### src/hw/rtl/tdbh_pkg.sv
package tdbh_pkg;

  // Field and word widths
  localparam int BYTE_W = 8;
  localparam int HALF_W = 16;
  localparam int WORD_W = 32;

  // TEA cipher constants
  localparam int TEA_ROUNDS = 32;
  localparam logic [WORD_W-1:0] TEA_DELTA = 32'h9E37_79B9;

  // Round counter width, kept at least one bit wide
  localparam int RND_W = (TEA_ROUNDS > 1) ? $clog2(TEA_ROUNDS) : 1;

endpackage

### src/hw/rtl/tdbh_if.sv
interface tdbh_in_if
  import tdbh_pkg::*;
();
  logic                     valid;
  logic                     ready;
  logic signed [BYTE_W-1:0] text_byte;
  logic                     end_of_text;

  modport source (output valid, output text_byte, output end_of_text, input ready);
  modport sink   (input valid, input text_byte, input end_of_text, output ready);
endinterface

interface tdbh_out_if
  import tdbh_pkg::*;
();
  logic              valid;
  logic              ready;
  logic [WORD_W-1:0] h_word_one;
  logic [WORD_W-1:0] h_word_two;
  logic [WORD_W-1:0] g_word_one;
  logic [WORD_W-1:0] g_word_two;

  modport source (output valid, output h_word_one, output h_word_two,
                  output g_word_one, output g_word_two, input ready);
  modport sink   (input valid, input h_word_one, input h_word_two,
                  input g_word_one, input g_word_two, output ready);
endinterface

### src/hw/rtl/tea_double_block_hash_top.sv
// TEA double-block hash. Text enters one signed byte per beat on text_in, the
// last byte of a string flagged by end_of_text; after that byte the four
// chaining words (h1, h2, g1, g2) leave as one beat on hash_out and the chain
// returns to zero for the next string. Each byte is first accepted from idle,
// then worked by two dependent TEA passes on a single shared round unit, one
// full round per cycle except while a final byte stalls in its last round. text_in is
// not ready while a byte is being worked. The finished hash sits in an output
// register, so the next string may start while it waits; a final byte that
// completes while an older hash is still untaken holds in its last round until
// hash_out frees. No clearing pass is needed after reset.
module tea_double_block_hash_top
  import tdbh_pkg::*;
(
  input  logic              clk,
  input  logic              rst,
  tdbh_in_if.sink           text_in,
  tdbh_out_if.source        hash_out
);

  typedef enum logic [1:0] {
    ST_IDLE,
    ST_PASS1,
    ST_PASS2
  } state_t;

  state_t            state;
  logic [RND_W-1:0]  round_cnt;
  logic [WORD_W-1:0] sum;
  logic [WORD_W-1:0] y;
  logic [WORD_W-1:0] z;
  logic [WORD_W-1:0] r1;
  logic [WORD_W-1:0] r2;
  logic [WORD_W-1:0] h1;
  logic [WORD_W-1:0] h2;
  logic [WORD_W-1:0] g1;
  logic [WORD_W-1:0] g2;
  logic [BYTE_W-1:0] byte_q;
  logic              eot_q;
  logic              out_valid;

  logic [WORD_W-1:0] ext;
  logic [WORD_W-1:0] key_hi;
  logic [WORD_W-1:0] key_lo;
  logic [WORD_W-1:0] k0, k1, k2, k3;
  logic [WORD_W-1:0] y_new;
  logic [WORD_W-1:0] z_new;
  logic              last_round;
  logic              stall;
  logic              in_beat;
  logic              emit;

  // Byte sign-extension and half-word key words
  assign ext    = {{(WORD_W-BYTE_W){byte_q[BYTE_W-1]}}, byte_q};
  assign key_hi = {{(WORD_W-HALF_W){1'b0}}, ext[WORD_W-1:HALF_W]};
  assign key_lo = {{(WORD_W-HALF_W){1'b0}}, ext[HALF_W-1:0]};

  // Key select per pass
  always_comb begin
    if (state == ST_PASS2) begin
      k0 = key_hi;
      k1 = key_lo;
      k2 = r1;
      k3 = r2;
    end else begin
      k0 = g1;
      k1 = g2;
      k2 = key_hi;
      k3 = key_lo;
    end
  end

  // Shared TEA round unit
  always_comb begin
    y_new = y + (((z << 4) + k0) ^ (z + sum) ^ ((z >> 5) + k1));
    z_new = z + (((y_new << 4) + k2) ^ (y_new + sum) ^ ((y_new >> 5) + k3));
  end

  assign last_round = (round_cnt == RND_W'(TEA_ROUNDS - 1));
  // Final hash cannot land while an older one is still untaken
  assign stall      = eot_q && out_valid && !hash_out.ready;
  assign in_beat    = text_in.valid && text_in.ready;
  // Final byte finishing its second pass loads the output register
  assign emit       = (state == ST_PASS2) && last_round && eot_q && !stall;

  assign text_in.ready       = (state == ST_IDLE);
  assign hash_out.valid      = out_valid;

  // Sequencer, datapath and output register
  always_ff @(posedge clk) begin
    if (rst) begin
      state     <= ST_IDLE;
      round_cnt <= '0;
      out_valid <= 1'b0;
      h1        <= '0;
      h2        <= '0;
      g1        <= '0;
      g2        <= '0;
    end else begin
      if (emit) begin
        out_valid <= 1'b1;
      end else if (hash_out.ready) begin
        out_valid <= 1'b0;
      end
      unique case (state)
        ST_IDLE: begin
          if (in_beat) begin
            byte_q    <= text_in.text_byte;
            eot_q     <= text_in.end_of_text;
            y         <= h1;
            z         <= h2;
            sum       <= TEA_DELTA;
            round_cnt <= '0;
            state     <= ST_PASS1;
          end
        end
        ST_PASS1: begin
          if (last_round) begin
            h1        <= h1 ^ y_new;
            h2        <= h2 ^ z_new;
            r1        <= y_new;
            r2        <= z_new;
            y         <= g1;
            z         <= g2;
            sum       <= TEA_DELTA;
            round_cnt <= '0;
            state     <= ST_PASS2;
          end else begin
            y         <= y_new;
            z         <= z_new;
            sum       <= sum + TEA_DELTA;
            round_cnt <= round_cnt + 1'b1;
          end
        end
        ST_PASS2: begin
          if (last_round) begin
            if (!stall) begin
              round_cnt <= '0;
              state     <= ST_IDLE;
              if (eot_q) begin
                hash_out.h_word_one <= h1;
                hash_out.h_word_two <= h2;
                hash_out.g_word_one <= g1 ^ y_new;
                hash_out.g_word_two <= g2 ^ z_new;
                h1 <= '0;
                h2 <= '0;
                g1 <= '0;
                g2 <= '0;
              end else begin
                g1 <= g1 ^ y_new;
                g2 <= g2 ^ z_new;
              end
            end
          end else begin
            y         <= y_new;
            z         <= z_new;
            sum       <= sum + TEA_DELTA;
            round_cnt <= round_cnt + 1'b1;
          end
        end
        default: begin
          state <= ST_IDLE;
        end
      endcase
    end
  end

  // A byte beat starts a pass, and the port stays closed while it runs
  a_busy_after_beat: assert property (@(posedge clk) disable iff (rst)
    in_beat |=> (state == ST_PASS1) && !text_in.ready)
    else $error("text_in ready right after a byte beat");

  // Counter rests at zero between bytes
  a_idle_count: assert property (@(posedge clk) disable iff (rst)
    (state == ST_IDLE) |-> (round_cnt == '0))
    else $error("round counter not cleared in idle");

  // A new hash appears only with the chain cleared for the next string
  a_clear_on_emit: assert property (@(posedge clk) disable iff (rst)
    $rose(hash_out.valid) |-> (h1 == '0) && (h2 == '0) && (g1 == '0) && (g2 == '0))
    else $error("chain not cleared when hash emitted");

  // Pass two always follows pass one after its last round
  a_pass_order: assert property (@(posedge clk) disable iff (rst)
    (state == ST_PASS1) && last_round |=> (state == ST_PASS2) && (round_cnt == '0))
    else $error("second pass did not follow first");

  // Stalled final byte holds its results
  a_stall_hold: assert property (@(posedge clk) disable iff (rst)
    (state == ST_PASS2) && last_round && stall |=> (state == ST_PASS2) && $stable(y) && $stable(z))
    else $error("stalled final round moved on");

endmodule

### src/flat_wrapper.sv
// flat-port wrapper written by rule: the top's interface ports become plain ports
module tea_double_block_hash_top_flat import tdbh_pkg::*;
  (clk, rst, text_in_valid, text_in_text_byte, text_in_end_of_text, text_in_ready, hash_out_valid, hash_out_h_word_one, hash_out_h_word_two, hash_out_g_word_one, hash_out_g_word_two, hash_out_ready);
  tdbh_in_if text_in_i ();
  tdbh_out_if hash_out_i ();
  input  logic clk;
  input  logic rst;
  input wire logic [$bits(text_in_i.valid)-1:0] text_in_valid;
  input wire logic [$bits(text_in_i.text_byte)-1:0] text_in_text_byte;
  input wire logic [$bits(text_in_i.end_of_text)-1:0] text_in_end_of_text;
  output wire logic [$bits(text_in_i.ready)-1:0] text_in_ready;
  output wire logic [$bits(hash_out_i.valid)-1:0] hash_out_valid;
  output wire logic [$bits(hash_out_i.h_word_one)-1:0] hash_out_h_word_one;
  output wire logic [$bits(hash_out_i.h_word_two)-1:0] hash_out_h_word_two;
  output wire logic [$bits(hash_out_i.g_word_one)-1:0] hash_out_g_word_one;
  output wire logic [$bits(hash_out_i.g_word_two)-1:0] hash_out_g_word_two;
  input wire logic [$bits(hash_out_i.ready)-1:0] hash_out_ready;
  assign text_in_i.valid = text_in_valid;
  assign text_in_i.text_byte = text_in_text_byte;
  assign text_in_i.end_of_text = text_in_end_of_text;
  assign text_in_ready = text_in_i.ready;
  assign hash_out_valid = hash_out_i.valid;
  assign hash_out_h_word_one = hash_out_i.h_word_one;
  assign hash_out_h_word_two = hash_out_i.h_word_two;
  assign hash_out_g_word_one = hash_out_i.g_word_one;
  assign hash_out_g_word_two = hash_out_i.g_word_two;
  assign hash_out_i.ready = hash_out_ready;
  tea_double_block_hash_top u_core (.clk(clk), .rst(rst), .text_in(text_in_i), .hash_out(hash_out_i));
endmodule
### config.mk
export PLATFORM = sky130hd
export DESIGN_NAME = tea_double_block_hash_top_flat
export DESIGN_NICKNAME = d
export VERILOG_FILES = /design/src/hw/rtl/tdbh_pkg.sv /design/src/hw/rtl/tdbh_if.sv /design/src/hw/rtl/tea_double_block_hash_top.sv /design/src/flat_wrapper.sv
export SDC_FILE = /design/constraint.sdc
export NUM_CORES = 1
export LEC_CHECK = 0
export ABC_AREA = 1
export BUFFER_PORTS_ARGS = -buffer_cell sky130_fd_sc_hd__buf_2
export CORE_MARGIN = 2
export CORE_UTILIZATION = 43
export CTS_BUF_LIST = sky130_fd_sc_hd__clkbuf_8 sky130_fd_sc_hd__clkbuf_16
export DETAILED_ROUTE_END_ITERATION = 16
export PLACE_DENSITY = 0.68
export REMOVE_ABC_BUFFERS = 1
export SLEW_MARGIN = 10
export SYNTH_ARGS = -nofsm -noshare
export SYNTH_HDL_FRONTEND = slang
export SYNTH_SLANG_ARGS = --single-unit
### constraint.sdc
create_clock -name clk -period 10.1 [get_ports clk]
set_input_delay 1.01 -clock clk [delete_from_list [all_inputs] [get_ports clk]]
set_output_delay 1.01 -clock clk [all_outputs]
set_load 0.1 [all_outputs]
Word-level counts from Yosys, hierarchy flattened. Index checks and enable logic that the tools add are counted.

Bits in writable memories: 0. Bits in registers: 433. Memories kept: 0. Bits in latches: 0. Output and inout port bits: 130. ROM bits: 0. Input bits: 13.

$mul: 0. $add $sub $neg: 10. Bitwise gates (word level): 10. $lt $le $gt $ge: 0. Equality and inequality tests: 10. Mux-type cells: 37. Divide/modulo/power cells: 0. Shift-type cells: 0. Reduce and logical (&&, ||, !) cells: 20.

Operator list (count): $mux W32 (20); $pmux W32 S3 (3); $xor A32 B32 Y32 (8); $add A32 B32 Y32 (6); $pmux W32 S2 (2); $add A27 B32 Y32 (2); $add A32 B32 Y32 const B (1); $mux W5 (4); $pmux W5 S3 (1); $reduce_and A3 Y1 (4); $reduce_and A5 Y1 (2); $mux W2 (4); $reduce_and A4 Y1 (2); $logic_and A1 B1 Y1 (6); $ne A2 B1 Y1 const B (3); $ne A2 B2 Y1 const B (3); $pmux W2 S3 (1); $add A5 B1 Y5 const B (1); $eq A5 B5 Y1 const B (1); $reduce_bool A2 Y1 (2); $ne A3 B3 Y1 const B (1); $reduce_bool A3 Y1 (1); $eq A2 B1 Y1 const B (1); $eq A2 B2 Y1 const B (1); other kinds (4) (7).

Depth between registers and ports, before layout.
Word-level depth: 13. Mapped depth: 61.

Worst setup path after synthesis. Ideal clock, no wire load.

Path kind: register -> register. Start: register u_core.state[0]. End: register u_core.hash_out.g_word_one[0], enable pin. Data required time: 9328 ps. Data arrival time: 10400 ps. Setup slack: -1072 ps. Setup time: 772 ps. Buffers on the path: 3. Clock period less this slack: 11172 ps. Stages on the path, launching flop included: 10. Path through: dfxtp_1 > inv_1 > ha_1 > clkbuf_1 > clkbuf_1 > clkbuf_1 > nand2_1 > inv_1 > nand2_1 > nor3_1.

Word-level cells in the longest chain between the ends: 2.

Ends and longest elaborated chain: from (decl) (line tea_double_block_hash_top.sv:26) `state_t state;`; from (signal assigned) (line tea_double_block_hash_top.sv:91) `state <= ST_IDLE;`; from (signal assigned) (line tea_double_block_hash_top.sv:113) `state <= ST_PASS1;`; from (signal assigned) (line tea_double_block_hash_top.sv:126) `state <= ST_PASS2;`; $eq A2 B2 Y1 (line tea_double_block_hash_top.sv:104) `unique case (state)`; $reduce_and A5 Y1 (no source line); to (signal assigned) (line tea_double_block_hash_top.sv:142) `hash_out.g_word_one <= g1 ^ y_new;`; to (decl) (line tdbh_if.sv:24) `output g_word_one, output g_word_two, input ready);`.

Every way passes these cells. A chain may end at the register's enable or synchronous reset.

Worst setup path in the final report.
Start: register u_core.state[0]. End: register u_core.z[31], data pin.

Word-level cells in the longest chain between the ends: 12. Elaborated cells on any way between the ends: 21. Those cells by class: 7 x add/sub; 2 x eq/ne; 7 x mux; 4 x bitwise; 1 x reduce/logical.

Ends and longest elaborated chain: $eq A2 B2 Y1 * (line tea_double_block_hash_top.sv:59) `if (state == ST_PASS2) begin`; $mux W32 (line tea_double_block_hash_top.sv:59); $add A32 B32 Y32 (line tea_double_block_hash_top.sv:74) `y_new = y + (((z << 4) + k0) ^ (z + sum) ^ ((z >> 5) + k1));`; $xor A32 B32 Y32 (line tea_double_block_hash_top.sv:74); $xor A32 B32 Y32 * (line tea_double_block_hash_top.sv:74); $add A32 B32 Y32 * (line tea_double_block_hash_top.sv:74); via u_core.y_new[14] (line tea_double_block_hash_top.sv:45) `logic [WORD_W-1:0] y_new;`; $add A32 B32 Y32 (line tea_double_block_hash_top.sv:75) `z_new = z + (((y_new << 4) + k2) ^ (y_new + sum) ^ ((y_new >> 5) + k3));`; $xor A32 B32 Y32 (line tea_double_block_hash_top.sv:75); $xor A32 B32 Y32 * (line tea_double_block_hash_top.sv:75); $add A32 B32 Y32 * (line tea_double_block_hash_top.sv:75); via u_core.z_new[31] (line tea_double_block_hash_top.sv:46) `logic [WORD_W-1:0] z_new;`; $mux W32, on equally long branches (line tea_double_block_hash_top.sv:135, tea_double_block_hash_top.sv:117); $pmux W32 S3 * (line tea_double_block_hash_top.sv:104); to (signal assigned) (line tea_double_block_hash_top.sv:123) `z <= g2;`; to (signal assigned) (line tea_double_block_hash_top.sv:129) `z <= z_new;`; to (signal assigned) (line tea_double_block_hash_top.sv:155) `z <= z_new;`; to (decl) (line tea_double_block_hash_top.sv:30) `logic [WORD_W-1:0] z;`.

Mark *: on every way through the listed nets, which the timed path passes. The rest lies on a longest branch. The select of a mux whose other input is x is not followed.

==> results by stage <==
Status:
- The run finished with clean final reports.

Global route:
- Global routing used 26.7% of the available tracks.
- The first global-routing pass estimated 151 mm of wire.
- Entering global routing, the biggest net connects 65 pins.
- The number of global-route vias before repair is 25775.
- The initial antenna violation count is 1.
- Summed over all layers, the global routing overflow is 0.

Synthesis:
- The main combinational cell family by area after synthesis is simple AND/OR/NAND/NOR gates.
- The synthesized-area fraction occupied by adder cells is 10.6%.
- The fraction of registers with async set or reset after synthesis is 0%.
- Sequential cells were found to cover 37.7% of the synthesized design area.
- The mean cell area of the mapped netlist is 8.04 um^2.
- After Yosys synthesis, XOR and XNOR cells account for 11.5% of the synthesized area.
- In this run, synthesis produced a sequential element count of 433.
- The number of synthesized flops with an enable pin is 297.
- The mux cell area share after synthesis is 0%.
- The mapped netlist covers 30900 um^2.
- The synthesized-area fraction occupied by ao, oa, aoi and oai cells is 13.4%.
- Synthesis instantiated 64 different standard cells from the library.
- After Yosys synthesis, and, or, nand and nor cells account for 20.6% of the synthesized area.
- The most common flop cell mapped by yosys is sky130_fd_sc_hd__edfxtp_1.
- The synthesized instance count is 3844.
- For this run, the number of Yosys warnings is 0.

Drt:
- The total via count in the routed design is 27217.
- The average wire per cell in the routed design is 20.2 um.
- The detailed router finished its first iteration with 2640 violations.
- The total iterations of the first detailed-routing run is 6.
- The mean number of vias per cell is 5.42.
- The total DRC errors in the routed layout is 0.
- The final wirelength is 101 mm.
- Once detail routing completed, the nets flagged for antenna violations numbered 0.

Layout:
- The sequential cell area is 11600 um^2.
- The area growth from synthesis to layout is 12.9%.
- In the final layout, the multi-input gates occupy 17500 um^2.
- The number of antenna diodes in the final layout is 0.
- The layout has 7001 filler cells.
- For this run, the number of standard cells in the final layout without fillers is 5017.
- The share of post-route cells with drive strength above 1 is 10.8%.
- At the end of the flow, the number of nets in the layout was 4296.

Clocking:
- The clock tree from TritonCTS is built.
- The H-tree level count is 2.
- The clock slew at the register clock pins of the worst setup and hold paths is 0.06 ns.
- Counting along the longest clock path gives a buffer depth of 3.
- The number of sinks handled by clock tree synthesis is 433.
- The clock network latency to the later pin of the worst-skew pair is 0.63 ns.
- The number of clock buffers added by TritonCTS is 49.
- The root buffer cell chosen for the clock tree is sky130_fd_sc_hd__clkbuf_16.

STA:
- For the pin with the worst max-slew slack, the measured transition is 1.07 ns.
- Once routing completed, OpenROAD measured the worst setup slack at 0.517 ns.
- The final max-slew violation count is 0.
- The timing-limited maximum frequency is 104 MHz.
- In the finished design, the share of the clock period the worst path needs comes to 94.9%.
- The final number of setup-violating endpoints is 0.
- On the final layout, the worst clock skew is 0.0330 ns.
- Measured against its own limit, the worst slew margin works out to 28.2%.
- The time the final worst path needs with I/O delays and setup is 9.58 ns.
- The number of hold violations in the final report was 0.

Critical path:
- At the worst endpoint, the required time is 10.43 ns.
- The worst setup path is launched from a flip-flop.
- The critical path's top delay family is compound AO/OA/AOI/OAI gates.
- The critical-path maximum fanout is 24.
- The cell at the slowest stage of the critical path is sky130_fd_sc_hd__xnor2_1.
- The maximum cell stage delay along the critical path is 0.42 ns.
- The critical path data arrival time is 9.92 ns.
- The worst setup path category is reg2reg.
- The endpoint kind of the worst setup timing path is a flip-flop.
- The buffers plus inverters on the worst setup path is 8.
- The cell repeated most along the worst path is sky130_fd_sc_hd__inv_1.

Run:
- Max-cap violations in this run came to 0.

Placed design:
- The number of port buffers is 142.
- The pre-CTS setup slack is 0.414 ns.
- The cell count after placement is 4922.
- After legalization and detailed placement, the total HPWL measured 78.1 mm.
- The routability congestion estimate is 0.986.

Floorplanning:
- The number of top-level pins is 143.
- The initial utilization of the core area, before any placement, comes to 43.3%.
- The die covers 74000 um^2.
- The floorplan step defined a core boundary enclosing 71400 um^2.
- The die width is 272 um.
- Measured along the y axis, the die boundary spans 272 um.
- The initialized floorplan defines 98 standard-cell rows.

Worst hold path:
- The min-delay analysis places its worst path in the category reg2reg.
==> per-stage QoR <==
stage	util, %	instance area (um^2)	hold slack, ns	setup TNS [ns]
floorplan	-	30600	0.408	-338.24
global placement	46.4	33100	0.421	0
detailed placement	46.4	33100	0.418	0
CTS	48.8	34800	0.433	0
global route	48.9	34900	0.452	-0.0202
finish	48.9	34900	0.434	0
==> cells in the mapped netlist, types with 6 or more instances <==
| library cell | number | area share (%) |
|---|---|---|
| sky130_fd_sc_hd__buf_1 | 9 | 0.11 |
| sky130_fd_sc_hd__o21bai_1 | 17 | 0.41 |
| sky130_fd_sc_hd__dfxtp_1 | 136 | 8.8 |
| sky130_fd_sc_hd__ha_1 | 249 | 10 |
| sky130_fd_sc_hd__xor2_1 | 265 | 7.5 |
| sky130_fd_sc_hd__o21ai_2 | 14 | 0.40 |
| sky130_fd_sc_hd__o21ai_1 | 11 | 0.18 |
| sky130_fd_sc_hd__xnor2_1 | 139 | 3.9 |
| sky130_fd_sc_hd__o211ai_1 | 11 | 0.27 |
| sky130_fd_sc_hd__o31ai_1 | 10 | 0.24 |
| sky130_fd_sc_hd__a21oi_2 | 7 | 0.20 |
| sky130_fd_sc_hd__nand3b_1 | 20 | 0.49 |
| sky130_fd_sc_hd__edfxtp_1 | 297 | 29 |
| sky130_fd_sc_hd__nor4_1 | 9 | 0.18 |
| sky130_fd_sc_hd__a21oi_1 | 367 | 5.9 |
| sky130_fd_sc_hd__o21a_1 | 6 | 0.15 |
| sky130_fd_sc_hd__fa_1 | 8 | 0.52 |
| sky130_fd_sc_hd__a21o_1 | 9 | 0.22 |
| sky130_fd_sc_hd__nor3_1 | 30 | 0.49 |
| sky130_fd_sc_hd__nand4_1 | 24 | 0.49 |
| sky130_fd_sc_hd__inv_1 | 414 | 5.0 |
| sky130_fd_sc_hd__or2_2 | 17 | 0.34 |
| sky130_fd_sc_hd__a31oi_1 | 65 | 1.3 |
| sky130_fd_sc_hd__o21ai_0 | 142 | 2.3 |
| sky130_fd_sc_hd__nor2_1 | 305 | 3.7 |
| sky130_fd_sc_hd__nand3_2 | 15 | 0.49 |
| sky130_fd_sc_hd__clkbuf_1 | 77 | 0.94 |
| sky130_fd_sc_hd__nand2_1 | 915 | 11 |
| sky130_fd_sc_hd__a21boi_0 | 6 | 0.15 |
| sky130_fd_sc_hd__nand2_2 | 30 | 0.61 |
| sky130_fd_sc_hd__a21boi_1 | 11 | 0.27 |
| sky130_fd_sc_hd__o221ai_1 | 18 | 0.51 |
| sky130_fd_sc_hd__inv_2 | 9 | 0.11 |
| sky130_fd_sc_hd__nand3_1 | 124 | 2.0 |
==> final cells by class <==
cell class	instances	area share [%]
multi-input combinational	2898	50.1
sequential	433	33.4
inverter	425	4.57
clock buffer	55	3.81
timing repair buffer	219	3.73
tap	950	3.41
clock inverter	37	1.01
==> timing repair <==
item                       4_1_cts  5_1_grt
setup buffers                    0        3
hold buffers                     0        0
setup endpoints to repair        0       27
gates resized for setup          0       19
==> worst register-to-register path: cells and delay by family (launching register included) <==
family	cells	cell delay, ns
AO/OA/AOI/OAI	18	3.59
XOR/XNOR	7	1.73
adder cells (fa/ha/maj)	5	1.55
AND/OR/NAND/NOR	10	1.16
buffers and inverters	8	0.91
flip-flops	1	0.33
==> worst paths after layout <==
path / start / to / slack [ns] / cells after the start
setup / recovery: u_core.state[0] / u_core.z[31] / 0.52 / 48
hold / removal: u_core.h1[0] / u_core.hash_out.h_word_one[0] / 0.43 / 0
setup reg to reg: u_core.state[0] / u_core.z[31] / 0.52 / 48
hold reg to reg: u_core.h1[0] / u_core.hash_out.h_word_one[0] / 0.43 / 0
==> layout by cell type, fill, tap and decap left out, drive strengths merged, types with 10 or more instances in the layout <==
| cell | n |
|---|---|
| nand2 | 948 |
| inv | 440 |
| a21oi | 374 |
| nor2 | 308 |
| edfxtp | 297 |
| xor2 | 266 |
| ha | 249 |
| buf | 219 |
| o21ai | 167 |
| xnor2 | 139 |
| nand3 | 139 |
| dfxtp | 136 |
| a31oi | 67 |
| clkbuf | 55 |
| nor3 | 32 |
| nand4 | 25 |
| a21boi | 22 |
| nand3b | 20 |
| or2 | 19 |
| o221ai | 18 |
| o21bai | 17 |
| o211ai | 12 |
| clkinv | 12 |
| nor4 | 11 |
| o31ai | 10 |
==> routing by layer <==
layer | routed length, um | global-route usage [%]
met1 | 45900 | 38.4
met5 | 0 | 0
met3 | 8500 | 4.12
met4 | 3090 | 8.33
met2 | 43700 | 41.2
==> cell families after synthesis <==
family                     after synthesis
adders and majority gates              257
xor gates and xnor gates               405
DFF                                    433
buffers and inverters                  513
AOI/OAI and AO/OA                      722
and+or+nand+nor                       1514
Power is left out: the tool's default activity adds up to more than one toggle a clock period on the data nets, which glitch-free logic cannot reach.
